File: config.mk
export PLATFORM = sky130hd
export DESIGN_NAME = stereo_to_mono_linear_resampler
export DESIGN_NICKNAME = d
export VERILOG_FILES = /design/src/rtl/core/s2m_pkg.sv /design/src/rtl/core/stereo_to_mono_linear_resampler.sv
export SDC_FILE = /design/constraint.sdc
export NUM_CORES = 1
export LEC_CHECK = 0
export BUFFER_PORTS_ARGS = -buffer_cell sky130_fd_sc_hd__buf_2
export CORE_MARGIN = 5
export CORE_UTILIZATION = 45
export CTS_CLUSTER_DIAMETER = 40
export DETAILED_ROUTE_END_ITERATION = 8
export PLACE_DENSITY = 0.69
export SYNTH_ARGS = -nofsm -noshare
export SYNTH_HDL_FRONTEND = slang
export SYNTH_SLANG_ARGS = --single-unit
File: constraint.sdc
create_clock -name i_clk -period 5.6 [get_ports i_clk]
set_input_delay 1.12 -clock i_clk [delete_from_list [all_inputs] [get_ports i_clk]]
set_output_delay 1.12 -clock i_clk [all_outputs]
set_load 0.01 [all_outputs]
File: src/rtl/core/s2m_pkg.sv
// Package with the payload types and constants of the stereo-to-mono resampler.
package s2m_pkg;

    localparam int unsigned SampleW = 16;
    localparam int unsigned PhaseW = 16;

    localparam logic [PhaseW-1:0] StepReset = 16'd47555;
    localparam logic [PhaseW-1:0] StepFloor = 16'd1024;

    typedef struct packed {
        logic signed [SampleW-1:0] left_sample;
        logic signed [SampleW-1:0] right_sample;
    } t_in_item;

    typedef struct packed {
        logic signed [SampleW-1:0] mono_sample;
        logic                      last_of_run;
    } t_out_item;

endpackage

File: src/rtl/core/stereo_to_mono_linear_resampler.sv
// Stereo-to-mono linear-interpolation resampler with one shared multiplier.
// The first result of an item passes the operand registers and the product register on
// its way to the output register. Each result takes a multiply step and an emit step through
// the single multiplier. Emit waits on a full, unread output; a new item waits for idle.
// Reset (synchronous, active low): phase and previous sample clear to zero, the step
// register returns to 47555, and the output register is emptied.
module stereo_to_mono_linear_resampler
    import s2m_pkg::*;
(
    input  logic                 i_clk,
    input  logic                 i_rst_n,
    input  logic                 i_cfg_we,
    input  logic [PhaseW-1:0]    i_cfg_data,
    input  logic                 i_in_valid,
    output logic                 o_in_ready,
    input  t_in_item             i_in_data,
    output logic                 o_out_valid,
    input  logic                 i_out_ready,
    output t_out_item            o_out_data
);

    typedef enum logic [2:0] {
        S_IDLE = 3'b001,
        S_MUL  = 3'b010,
        S_EMIT = 3'b100
    } t_state;

    t_state                     r_state, n_state;
    logic [PhaseW-1:0]          r_phase_step;
    logic [PhaseW:0]            r_acc;
    logic [PhaseW-1:0]          r_phase;
    logic signed [SampleW-1:0]  r_prev;
    logic signed [SampleW-1:0]  r_cur;
    logic signed [SampleW:0]    r_diff;
    logic signed [2*SampleW+1:0] r_prod;
    logic                       r_out_valid;
    t_out_item                  r_out;

    logic signed [SampleW:0]    sum;
    logic signed [SampleW-1:0]  cur;
    logic [PhaseW-1:0]          step;
    logic [PhaseW:0]            acc_next;
    logic signed [SampleW:0]    quot;
    logic signed [SampleW:0]    interp;
    logic                       in_acc;
    logic                       out_free;

    assign in_acc   = i_in_valid && o_in_ready;
    assign out_free = !r_out_valid || i_out_ready;

    assign sum  = {i_in_data.left_sample[SampleW-1], i_in_data.left_sample}
                + {i_in_data.right_sample[SampleW-1], i_in_data.right_sample};
    assign cur  = sum[SampleW:1];
    assign step = (r_phase_step < StepFloor) ? StepFloor : r_phase_step;
    assign acc_next = r_acc + {1'b0, step};
    // Floor shift of the product by 16 places.
    assign quot   = r_prod[2*SampleW:PhaseW];
    assign interp = {r_prev[SampleW-1], r_prev} + quot;

    assign o_in_ready  = (r_state == S_IDLE);
    assign o_out_valid = r_out_valid;
    assign o_out_data  = r_out;

    always_comb begin
        n_state = r_state;
        unique case (r_state)
            S_IDLE: if (in_acc) n_state = S_MUL;
            S_MUL:  n_state = S_EMIT;
            S_EMIT: begin
                if (out_free) n_state = acc_next[PhaseW] ? S_IDLE : S_MUL;
            end
            default: n_state = S_IDLE;
        endcase
    end

    always_ff @(posedge i_clk) begin
        if (!i_rst_n) begin
            r_state      <= S_IDLE;
            r_phase_step <= StepReset;
            r_phase      <= '0;
            r_prev       <= '0;
            r_out_valid  <= 1'b0;
        end else begin
            r_state <= n_state;
            if (i_cfg_we) r_phase_step <= i_cfg_data;
            if (r_state == S_EMIT && out_free) begin
                r_out_valid <= 1'b1;
                if (acc_next[PhaseW]) begin
                    r_phase <= acc_next[PhaseW-1:0];
                    r_prev  <= r_cur;
                end
            end else if (r_out_valid && i_out_ready) begin
                r_out_valid <= 1'b0;
            end
        end
    end

    always_ff @(posedge i_clk) begin
        unique case (r_state)
            S_IDLE: begin
                if (in_acc) begin
                    r_cur  <= cur;
                    r_diff <= {cur[SampleW-1], cur} - {r_prev[SampleW-1], r_prev};
                    r_acc  <= {1'b0, r_phase};
                end
            end
            S_MUL: begin
                r_prod <= (2*SampleW+2)'(r_diff)
                        * (2*SampleW+2)'($signed({1'b0, r_acc[PhaseW-1:0]}));
            end
            S_EMIT: begin
                if (out_free) begin
                    r_out.mono_sample <= interp[SampleW-1:0];
                    r_out.last_of_run <= acc_next[PhaseW];
                    r_acc             <= acc_next;
                end
            end
            default: ;
        endcase
    end

endmodule

==> results by group, run 1 <==
Outcome
  • Status: finished, violations left
  • Failing checks: negative setup slack

Setup path
  • CP Class: flip-flop to flip-flop
  • FF-to-FF End: r_prod[28]
  • Critical Path RT: about 5.8 ns
  • CP Capture Type: flip-flop
  • CP Launch Point: r_diff[16]
  • R2R setup slack: -0.41 ns
  • Max FO, Critical Path: 8
  • Reg2Reg Launch Point: r_diff[16]
  • Worst EP arrival: about 6.2 ns
  • Critical Path Source Type: flip-flop
  • R2R cell count: 23

Die
  • Core box area: between 30,000 and 40,000 um^2
  • IO Count: 72
  • Row count: roughly 70
  • Die ar.: 42,200 um^2
  • Chip width: just over 200 um
  • Die span in y: approximately 200 um
  • Initial Util: 0.4563

Hold path
  • Min-delay src: r_phase_step[6]
  • Hold path cells: 2
  • Tightest Hold Check Type: flip-flop to flip-flop
  • Hold Crit Endpoint: r_phase_step[6]

Synthesis
  • Post-synthesis sequential area ratio: 0.2056
  • Post-synth EDFFs: 83
  • Async S/R FF share, synth: 0
  • Synth warn: 0
  • Post-synthesis area per instance: approximately 9.6 um^2
  • Mapped Cells: approximately 1.8k
  • Flops & latches, synth: ~140
  • Mapped Area: roughly 17,000 um^2
  • Ys flop type: edfxtp_1
  • Synthesized Nets: around 2.2k
  • Post-synth cell types: 64

Timing
  • RSZ-0062 raised after global routing: true
  • Final setup viols: 15
  • Period utilization: 1.073
  • Final Worst Setup Slack: -0.4066 ns
  • Max-Slew Margin vs Limit: 0.2618
  • Max Slew Vio Count: 0
  • Final Skew: roughly 0.011 ns
  • WHS: between 0.4 and 0.5 ns
  • Peak Freq: between 150 and 200 MHz
  • Post-layout minimum cycle time: roughly 6 ns
  • Worst-margin pin slew: around 1.1 ns
  • Final number of hold-violating endpoints: 0

Route
  • Via Count: ~13k
  • Iter 0 DRT Violations: ~630
  • Mean routed wirelength per cell: 16.01 um
  • Post-route DRC: 0
  • Final wirelength: roughly 40,000 um
  • Pre-antenna DRT Iters: 5
  • DR vias/cell: around 5
  • Antenna-violating nets left: 0

Global routing
  • Number of global-route vias before repair: 13.67k
  • Largest net degree at the start of global routing: 53
  • GRT overflow: 0
  • Initial antenna violation count: 1
  • First-pass GRT wire length: 67,320 um
  • GRT Overall Usage: 0.2000

Placement
  • Dpl cells: roughly 2.5k
  • HPWL Detailed: around 32,000 um
  • Gpl congestion: about 0.91
  • I/O Buffers: 71
  • Placement Setup Slack: -0.6519 ns

Clock tree
  • H-tree depth: 4
  • Worst-Skew Late Latency: ~0.43 ns
  • CTS max path bufs: 2
  • Num CTS Buffers: 17
  • Root Buffer: clkbuf_16
  • Clock slew at the register clock pins of the worst setup and hold paths: about 0.060 ns
  • CTS tree: done
  • Hold_buf cts: 0
  • Clk sinks: 135

Final layout
  • Diode count: 0
  • Layout cell share with drive strength beyond 1: 0.1952
  • Final core utilization: 0.5419
  • Non-Filler Instances: approximately 2.5k
  • Nets: about 2.5k
  • Area growth syn-to-layout: 18.75%

Run
  • Maxcap violations: 0
[sequential cells by signal (all words and copies together), names as in the netlist]
name	count
o_out_data	17
r_state	3
r_prod	16
r_phase	16
r_prev	16
r_phase_step	16
r_acc	17
r_cur	16
o_out_valid	1
r_diff	17
[cells in the final DEF, fill, tap and decap left out, types with 14 or more instances in the layout]
cell       netlist  final
a21oi_1         51     40
and2_1         149    135
and2_4           0     14
buf_2            0     74
buf_4            0    153
buf_6            3     23
clkbuf_16        0     17
dfxtp_1         52     52
edfxtp_1        83     83
fa_1           269    260
ha_1           142    131
inv_1          390    371
inv_2            0     19
mux2i_1         45     45
nand2_1        194    189
nand3_1         15     14
nor2_1          45     41
nor2b_1         38     37
nor3_1          18     17
o21ai_0         23     21
o21ai_1         19     15
xnor2_1         57     49
xor2_1          20     20
[final cells by class]
type / count / area, um^2
Fill cell: 3299 / 17260
Multi-Input combinational cell: 1203 / 12390
Sequential cell: 135 / 3533
Timing Repair Buffer: 253 / 1838
Inverter: 390 / 1464
Tap cell: 511 / 639.4
Clock buffer: 19 / 432.9
Clock inverter: 13 / 107.6
[per-layer routing]
layer,GRT usage,up-vias,wire length [um]
met5,0,-,13
met1,0.2462,6341,16740
met2,0.3679,261,21190
li1,-,5951,-
met3,0.02522,80,1411
met4,0.05813,2,1058
[cell families after synthesis]
kind of cell / Yosys count / synth area share
XOR/XNOR: 77 / 0.03924
adder cells (fa/ha/maj): 411 / 0.4167
buffers and inverters: 446 / 0.09937
AND/OR/NAND/NOR: 500 / 0.1460
AO/OA/AOI/OAI: 164 / 0.06276
flip-flops: 135 / 0.2056
multiplexers: 51 / 0.03028
[cell usage after synthesis, drive strengths merged (9+ instances only)]
library cell	instances	share of area
xnor2	57	0.029
nor2	45	0.0098
ha	142	0.10
nor2b	39	0.015
and3	12	0.0047
a21oi	51	0.015
dfxtp	52	0.061
clkbuf	52	0.011
or3	9	0.0033
xor2	20	0.010
nand3	15	0.0044
o21ai	42	0.012
nor3	18	0.0052
inv	390	0.085
mux2i	46	0.027
and2	149	0.054
a21o	13	0.0057
edfxtp	83	0.15
nand2	194	0.042
fa	269	0.31
[worst max-delay path: stages, from the launching register on]
cell and delay, ns:
edfxtp_1 0.38, buf_6 0.15, and2_4 0.16, fa_1 0.54, inv_2 0.04, fa_1 0.54, inv_2 0.04, fa_1 0.50
fa_1 0.43, fa_1 0.49, inv_1 0.06, fa_1 0.50, inv_2 0.05, ha_4 0.21, a21o_1 0.20, a21oi_2 0.15
o21bai_1 0.08, a221o_1 0.38, a211oi_4 0.30, buf_4 0.17, nor2b_2 0.04, o21ai_1 0.13, nand2b_1 0.08, xor2_1 0.14
[stage by stage]
stage                     area [um^2]  TNS, ns
after floorplan                 17280  -0.5845
after global placement          19120   -4.702
after detailed placement        19120   -6.168
after CTS                       20120   -3.654
after global routing            20410   -6.891
final                           20410   -4.224
[what timing repair did]
item,CTS,global route
setup buffers,29,8
gates resized for setup,56,68
pin swaps,30,28
gates cloned,1,0
endpoints found under the setup margin,16,16
[worst max-delay path by stage]
| stage | endpoint | cells past startpoint |
|---|---|---|
| floorplan | r_prod[31] | 23 |
| global placement | r_prod[31] | 19 |
| detailed placement | r_prod[31] | 20 |
| CTS | r_prod[28] | 24 |
| global route | r_prod[25] | 24 |
| finish | r_prod[28] | 23 |
Power of run 1 is left out: the tool's default activity adds up to more than one toggle a clock period on the data nets, which glitch-free logic cannot reach.
==> run 2: changes to the inputs <==
--- a/config.mk
+++ b/config.mk
@@ -11,6 +11,7 @@
 export CTS_CLUSTER_DIAMETER = 40
 export DETAILED_ROUTE_END_ITERATION = 8
 export PLACE_DENSITY = 0.69
+export SETUP_SLACK_MARGIN = 0.2
 export SYNTH_ARGS = -nofsm -noshare
 export SYNTH_HDL_FRONTEND = slang
 export SYNTH_SLANG_ARGS = --single-unit
==> results by group, run 2 (synthesis results as in run 1) <==
Final layout
  • Final non-filler cell area: 20,500 um^2 (+0.44%)
  • Final core utilization: 0.5442 (+0.002358)
  • Non-Filler Instances: 2,525 (+0.040%)
  • Area growth syn-to-layout: 19.27%
  • Nets: 2,464 (unchanged)
  • Commonest non-fill, non-tap cell in the layout: inv_1
  • Number of filler cells placed in the layout: 3,366 (+2.0%)
  • Highest-count cells in the layout ignoring fill and taps: inv_1 (381), fa_1 (260), nand2_1 (190)
  • Layout cell share with drive strength beyond 1: 0.1908 (-0.004471)

Setup path
  • Max stage delay on crit path: 0.55 ns (about the same)
  • Cell count along the critical path: 22 (-4.3%)
  • Critical Path Source Type: flip-flop
  • Crit-path leading delay family: adder cells
  • R2R setup slack: -0.48 ns (-0.08 ns)
  • Crit path cell chain: buf_6 -> and2_4 -> fa_1 -> inv_2 -> fa_2 -> inv_2 -> fa_2 -> inv_2 -> fa_1 -> fa_2 -> fa_1 -> inv_1 -> ha_2 -> a21o_1 -> a21oi_2 -> o21bai_1 -> a221o_1 -> a211oi_4 -> o21ai_2 -> o21a_1 -> nor2_1 -> xnor2_1
  • Max FO, Critical Path: 5 (-3)
  • CP Capture Type: flip-flop
  • Worst path buffer plus inverter count: 5 (-1)
  • CP Class: flip-flop to flip-flop
  • Critical Path RT: 5.79 ns (about the same)
  • Worst EP arrival: 6.27 ns (+0.08 ns)
  • Slowest CP cell: fa_1
  • R2R cell count: 22 (-4.3%)

Run
  • Maxcap violations: 0 (unchanged)

Timing
  • Final Worst Setup Slack: -0.4837 ns (-0.07710 ns)
  • Peak Freq: 164.4 MHz (-1.3%)
  • Max Slew Vio Count: 0 (unchanged)
  • Post-layout minimum cycle time: 6.084 ns (+0.07709 ns)
  • Final number of hold-violating endpoints: 0 (unchanged)
  • RSZ-0062 raised after global routing: true
  • Period utilization: 1.086 (+0.01377)
  • Final Skew: 0.005517 ns (-0.005564 ns)
  • Final setup viols: 15 (unchanged)
  • Worst-margin pin slew: 1.113 ns (+0.008175 ns)
  • Max-Slew Margin vs Limit: 0.2564 (-0.005464)

Clock tree
  • Num CTS Buffers: 17 (unchanged)
  • CTS tree: done
  • Root Buffer: clkbuf_16
  • Hold_buf cts: 0 (unchanged)
  • Clk sinks: 135 (unchanged)
  • H-tree depth: 4 (unchanged)
  • Worst-Skew Late Latency: 0.43 ns (about the same)
  • CTS max path bufs: 2 (unchanged)
  • Clock slew at the register clock pins of the worst setup and hold paths: 0.06 ns (about the same)

Outcome
  • Failing checks: negative setup slack
  • Status: finished, violations left

Global routing
  • GRT Overall Usage: 0.1987 (-0.001299)
  • Largest net degree at the start of global routing: 53 (unchanged)
  • Met3 GRT Util: 0.02333 (-0.001891)
  • First-pass GRT wire length: 66,720 um (-0.89%)
  • Met2 Use GR: 0.3594 (-0.008516)
  • GRT met1 Usage: 0.2468 (+0.0005815)
  • Number of global-route vias before repair: 13.59k (-0.59%)
  • Initial antenna violation count: 1 (unchanged)
  • GRT overflow: 0 (unchanged)
  • Most Used Layer, Global Route: met2

Placement
  • Gpl congestion: 0.8985 (-1.1%)
  • Post-DP Area: 19,060 um^2 (-0.29%)
  • HPWL Detailed: 32,600 um (+0.55%)
  • I/O Buffers: 71 (unchanged)
  • Dpl cells: 2,446 (-0.41%)
  • Placement Setup Slack: -0.7611 ns (-0.1091 ns)

Route
  • Post-route DRC: 0 (unchanged)
  • Final wirelength: 39,980 um (-1.1%)
  • Pre-antenna DRT Iters: 5 (unchanged)
  • Via Count: 12.48k (-1.2%)
  • Mean routed wirelength per cell: 15.83 um (-1.1%)
  • DR vias/cell: 4.942 (-1.3%)
  • Iter 0 DRT Violations: 656 (+3.8%)
  • Antenna-violating nets left: 0 (unchanged)

Die
  • Row count: 71 (unchanged)
  • Initial Util: 0.4563 (unchanged)
  • Die span in y: 205.4 um (unchanged)
  • IO Count: 72 (unchanged)
  • Core box area: 37,670 um^2 (unchanged)
  • Die ar.: 42,200 um^2 (unchanged)
  • Chip width: 205.4 um (unchanged)

Hold path
  • Hold path cells: 2 (unchanged)
  • Tightest Hold Check Type: flip-flop to flip-flop
## run 2: changes by cell type in the layout (fill, tap and decap cells not counted), sizes merged
cell and delta:
inv +4, clkbuf -2, clkinvlp +1, clkinv -4
bufinv +1, diode +1
## run 2: layer usage
layer  wire length, um  share of wire  vias to the layer above
li1                  -              -                     5943
met1             16960           0.42                     6221
met2             20600           0.52                      245
met3              1162          0.029                       69
met4              1260          0.032                        0
met5                 0              0                        -
## run 2: per-stage QoR
| stage | hold WS [ns] | setup TNS, ns |
|---|---|---|
| after detailed placement | 0.4544 | -6.126 |
| final | 0.4667 | -4.574 |
| after floorplan | 0.4327 | -0.5845 |
| after global routing | 0.5040 | -7.612 |
| after global placement | 0.4530 | -5.088 |
| after CTS | 0.4704 | -3.699 |
## run 2: final cells by class
cell class              instances  area [um^2]  area share
well taps                     511        639.4     0.03119
clock buffers                  17        425.4     0.02075
clock inverters                15        170.2    0.008301
inverters                     390         1464     0.07142
flip-flops and latches        135         3533      0.1724
multi-input cells            1203        12410      0.6053
diodes                          1        2.502   0.0001221
repair buffers                253         1857     0.09058
## run 2: repair_timing
item / 4_1_cts / 5_1_grt
setup buffers: 33 / 13
gates resized for setup: 65 / 46
gates cloned: 0 / 0
setup endpoints to repair: 16 / 16
pin swaps: 30 / 46
## run 2: worst paths after layout
check,to,from
worst min-delay path,r_phase_step[6],r_phase_step[6]
worst min register to register,r_phase_step[6],r_phase_step[6]
worst max-delay path,r_prod[30],r_acc[3]
worst max register to register,r_prod[30],r_acc[3]
## run 2: worst register-to-register path, stage by stage, from the launching register on
cell	delay, ns
edfxtp_1	0.49
buf_6	0.17
and2_4	0.15
fa_1	0.55
inv_2	0.04
fa_2	0.52
inv_2	0.04
fa_2	0.55
inv_2	0.04
fa_1	0.47
fa_2	0.36
fa_1	0.51
inv_1	0.05
ha_2	0.17
a21o_1	0.17
a21oi_2	0.15
o21bai_1	0.08
a221o_1	0.38
a211oi_4	0.38
o21ai_2	0.13
o21a_1	0.22
nor2_1	0.14
xnor2_1	0.09
Power of run 2 is left out for the same reason.
==> run 3: changes to the inputs <==
--- a/config.mk
+++ b/config.mk
@@ -6,11 +6,14 @@
 export NUM_CORES = 1
 export LEC_CHECK = 0
 export BUFFER_PORTS_ARGS = -buffer_cell sky130_fd_sc_hd__buf_2
+export CELL_PAD_IN_SITES_DETAIL_PLACEMENT = 2
+export CELL_PAD_IN_SITES_GLOBAL_PLACEMENT = 2
+export CORE_ASPECT_RATIO = 0.6
 export CORE_MARGIN = 5
-export CORE_UTILIZATION = 45
+export CORE_UTILIZATION = 38
 export CTS_CLUSTER_DIAMETER = 40
 export DETAILED_ROUTE_END_ITERATION = 8
-export PLACE_DENSITY = 0.69
+export PLACE_DENSITY = 0.84
 export SETUP_SLACK_MARGIN = 0.2
 export SYNTH_ARGS = -nofsm -noshare
 export SYNTH_HDL_FRONTEND = slang
==> results by group, run 3 (synthesis results as in run 1) <==
Timing
  • Period utilization: 1.247 (+0.1606)
  • RSZ-0062 raised after global routing: true
  • Post-layout minimum cycle time: 6.983 ns (+0.8994 ns)
  • Final Worst Setup Slack: -1.383 ns (-0.8994 ns)
  • Max-Slew Margin vs Limit: 0.1343 (-0.1221)
  • Final number of hold-violating endpoints: 0 (unchanged)
  • Max Slew Vio Count: 0 (unchanged)
  • Final Skew: 0.04266 ns (+0.03714 ns)
  • Final setup viols: 16 (+1)
  • Worst-margin pin slew: 1.295 ns (+0.1827 ns)
  • Peak Freq: 143.2 MHz (-13%)

Clock tree
  • Clock slew at the register clock pins of the worst setup and hold paths: 0.08 ns (+0.02 ns)
  • CTS max path bufs: 2 (unchanged)
  • Clk sinks: 135 (unchanged)
  • Hold_buf cts: 0 (unchanged)
  • H-tree depth: 4 (unchanged)
  • Root Buffer: clkbuf_16
  • Num CTS Buffers: 17 (unchanged)
  • Worst-Skew Late Latency: 0.50 ns (+0.07 ns)
  • CTS tree: done

Placement
  • HPWL Detailed: 53,850 um (+65%)
  • I/O Buffers: 71 (unchanged)
  • Dpl cells: 2,538 (+3.8%)
  • Gpl congestion: 0.8369 (-6.9%)

Final layout
  • Register area: 3533 um^2 (unchanged)
  • Highest-count cells in the layout ignoring fill and taps: inv_1 (375), fa_1 (251), nand2_1 (191)
  • Layout cell share with drive strength beyond 1: 0.2086 (+0.01780)
  • Area growth syn-to-layout: 21.93%
  • Commonest non-fill, non-tap cell in the layout: inv_1
  • Nets: 2,484 (+0.81%)
  • Non-Filler Instances: 2,625 (+4.0%)
  • Area occupied by multi-input gates: 12,510 um^2 (+0.81%)
  • Number of filler cells placed in the layout: 4,667 (+39%)

Die
  • Die ar.: 49,720 um^2 (+18%)
  • Initial Util: 0.3841 (-0.07217)
  • Die span in y: 174.7 um (-15%)
  • IO Count: 72 (unchanged)
  • Row count: 60 (-15%)
  • Core box area: 44,740 um^2 (+19%)
  • Chip width: 284.6 um (+39%)

Outcome
  • Status: finished, violations left
  • Failing checks: negative setup slack

Setup path
  • Critical Path RT: 5.85 ns (+0.06 ns)
  • Worst EP arrival: 7.23 ns (+0.96 ns)
  • CP Capture Type: flip-flop
  • CP Class: flip-flop to flip-flop
  • Max FO, Critical Path: 13 (+8)
  • Critical Path Source Type: flip-flop

Global routing
  • Met3 GRT Util: 0.05698 (+0.03365)
  • GRT overflow: 0 (unchanged)
  • Number of global-route vias before repair: 17.73k (+30%)
  • Largest net degree at the start of global routing: 53 (unchanged)
  • GRT Overall Usage: 0.3183 (+0.1196)
  • First-pass GRT wire length: 117,300 um (+76%)
  • Most Used Layer, Global Route: met2
  • Met2 Use GR: 0.5704 (+0.2110)
  • Initial antenna violation count: 4 (+3)
  • GRT met1 Usage: 0.3519 (+0.1050)

Route
  • Pre-antenna DRT Iters: 7 (+2)
  • Via Count: 15.54k (+25%)
  • DR vias/cell: 5.921 (+20%)
  • Final wirelength: 90,680 um (+130%)
  • Post-route DRC: 0 (unchanged)
  • Mean routed wirelength per cell: 34.54 um (+120%)
  • Antenna-violating nets left: 0 (unchanged)
  • Iter 0 DRT Violations: 1,474 (+120%)

Hold path
  • Tightest Hold Check Type: flip-flop to flip-flop

Run
  • Maxcap violations: 0 (unchanged)
==> run 3: timing repair <==
action | CTS | global route
pin swaps | 40 | 24
resized for setup | 101 | 56
setup buffers | 33 | 19
endpoints found under the setup margin | 18 | 20
==> run 3: worst paths after layout <==
check                                      from               to  slack, ns  cells after the start
worst max-delay path                   r_acc[6]       r_prod[28]      -1.38                     24
worst min-delay path            r_phase_step[6]  r_phase_step[6]       0.48                      2
worst max register to register         r_acc[6]       r_prod[28]      -1.38                     24
worst min register to register  r_phase_step[6]  r_phase_step[6]       0.48                      2
==> run 3: per-layer routing <==
metal / up-vias / wire length (um)
met5: - / 23
met4: 4 / 9849
met3: 559 / 6872
met2: 1085 / 43350
met1: 7902 / 30580
li1: 5992 / -
==> run 3: critical path, stage by stage, from the launching register on <==
cell      delay, ns
edfxtp_1       0.47
buf_4          0.25
and2_1         0.18
fa_1           0.55
inv_1          0.09
fa_1           0.54
fa_1           0.71
inv_2          0.10
fa_2           0.47
fa_1           0.52
inv_1          0.06
fa_1           0.39
inv_1          0.13
ha_4           0.22
a21o_1         0.22
a21oi_2        0.22
o21bai_1       0.10
a221o_1        0.42
a211oi_2       0.26
buf_4          0.22
buf_6          0.12
nor2b_4        0.05
o21ai_2        0.18
nand2b_1       0.10
xor2_1         0.17
==> run 3: metrics by stage <==
stage / TNS [ns] / area (um^2) / hold slack [ns] / utilization / worst slack [ns]
after floorplan: -0.5845 / 17290 / 0.4327 / - / -0.2503
after global placement: -8.400 / 19290 / 0.4502 / 0.4311 / -0.9029
after detailed placement: -14.45 / 19290 / 0.4705 / 0.4311 / -1.441
after CTS: -8.563 / 20570 / 0.4908 / 0.4598 / -0.8000
after global routing: -16.63 / 20950 / 0.5069 / 0.4683 / -1.369
final: -16.10 / 20960 / 0.4760 / 0.4684 / -1.383
==> run 3: layout make-up <==
| type | count | area share |
|---|---|---|
| Tap cell | 589 | 0.03517 |
| Clock inverter | 15 | 0.009553 |
| Inverter | 390 | 0.06997 |
| Clock buffer | 17 | 0.02030 |
| Sequential cell | 135 | 0.1686 |
| Antenna cell | 3 | 0.0003582 |
| Timing Repair Buffer | 273 | 0.09923 |
| Multi-Input combinational cell | 1203 | 0.5968 |
Power of run 3 is left out for the same reason.
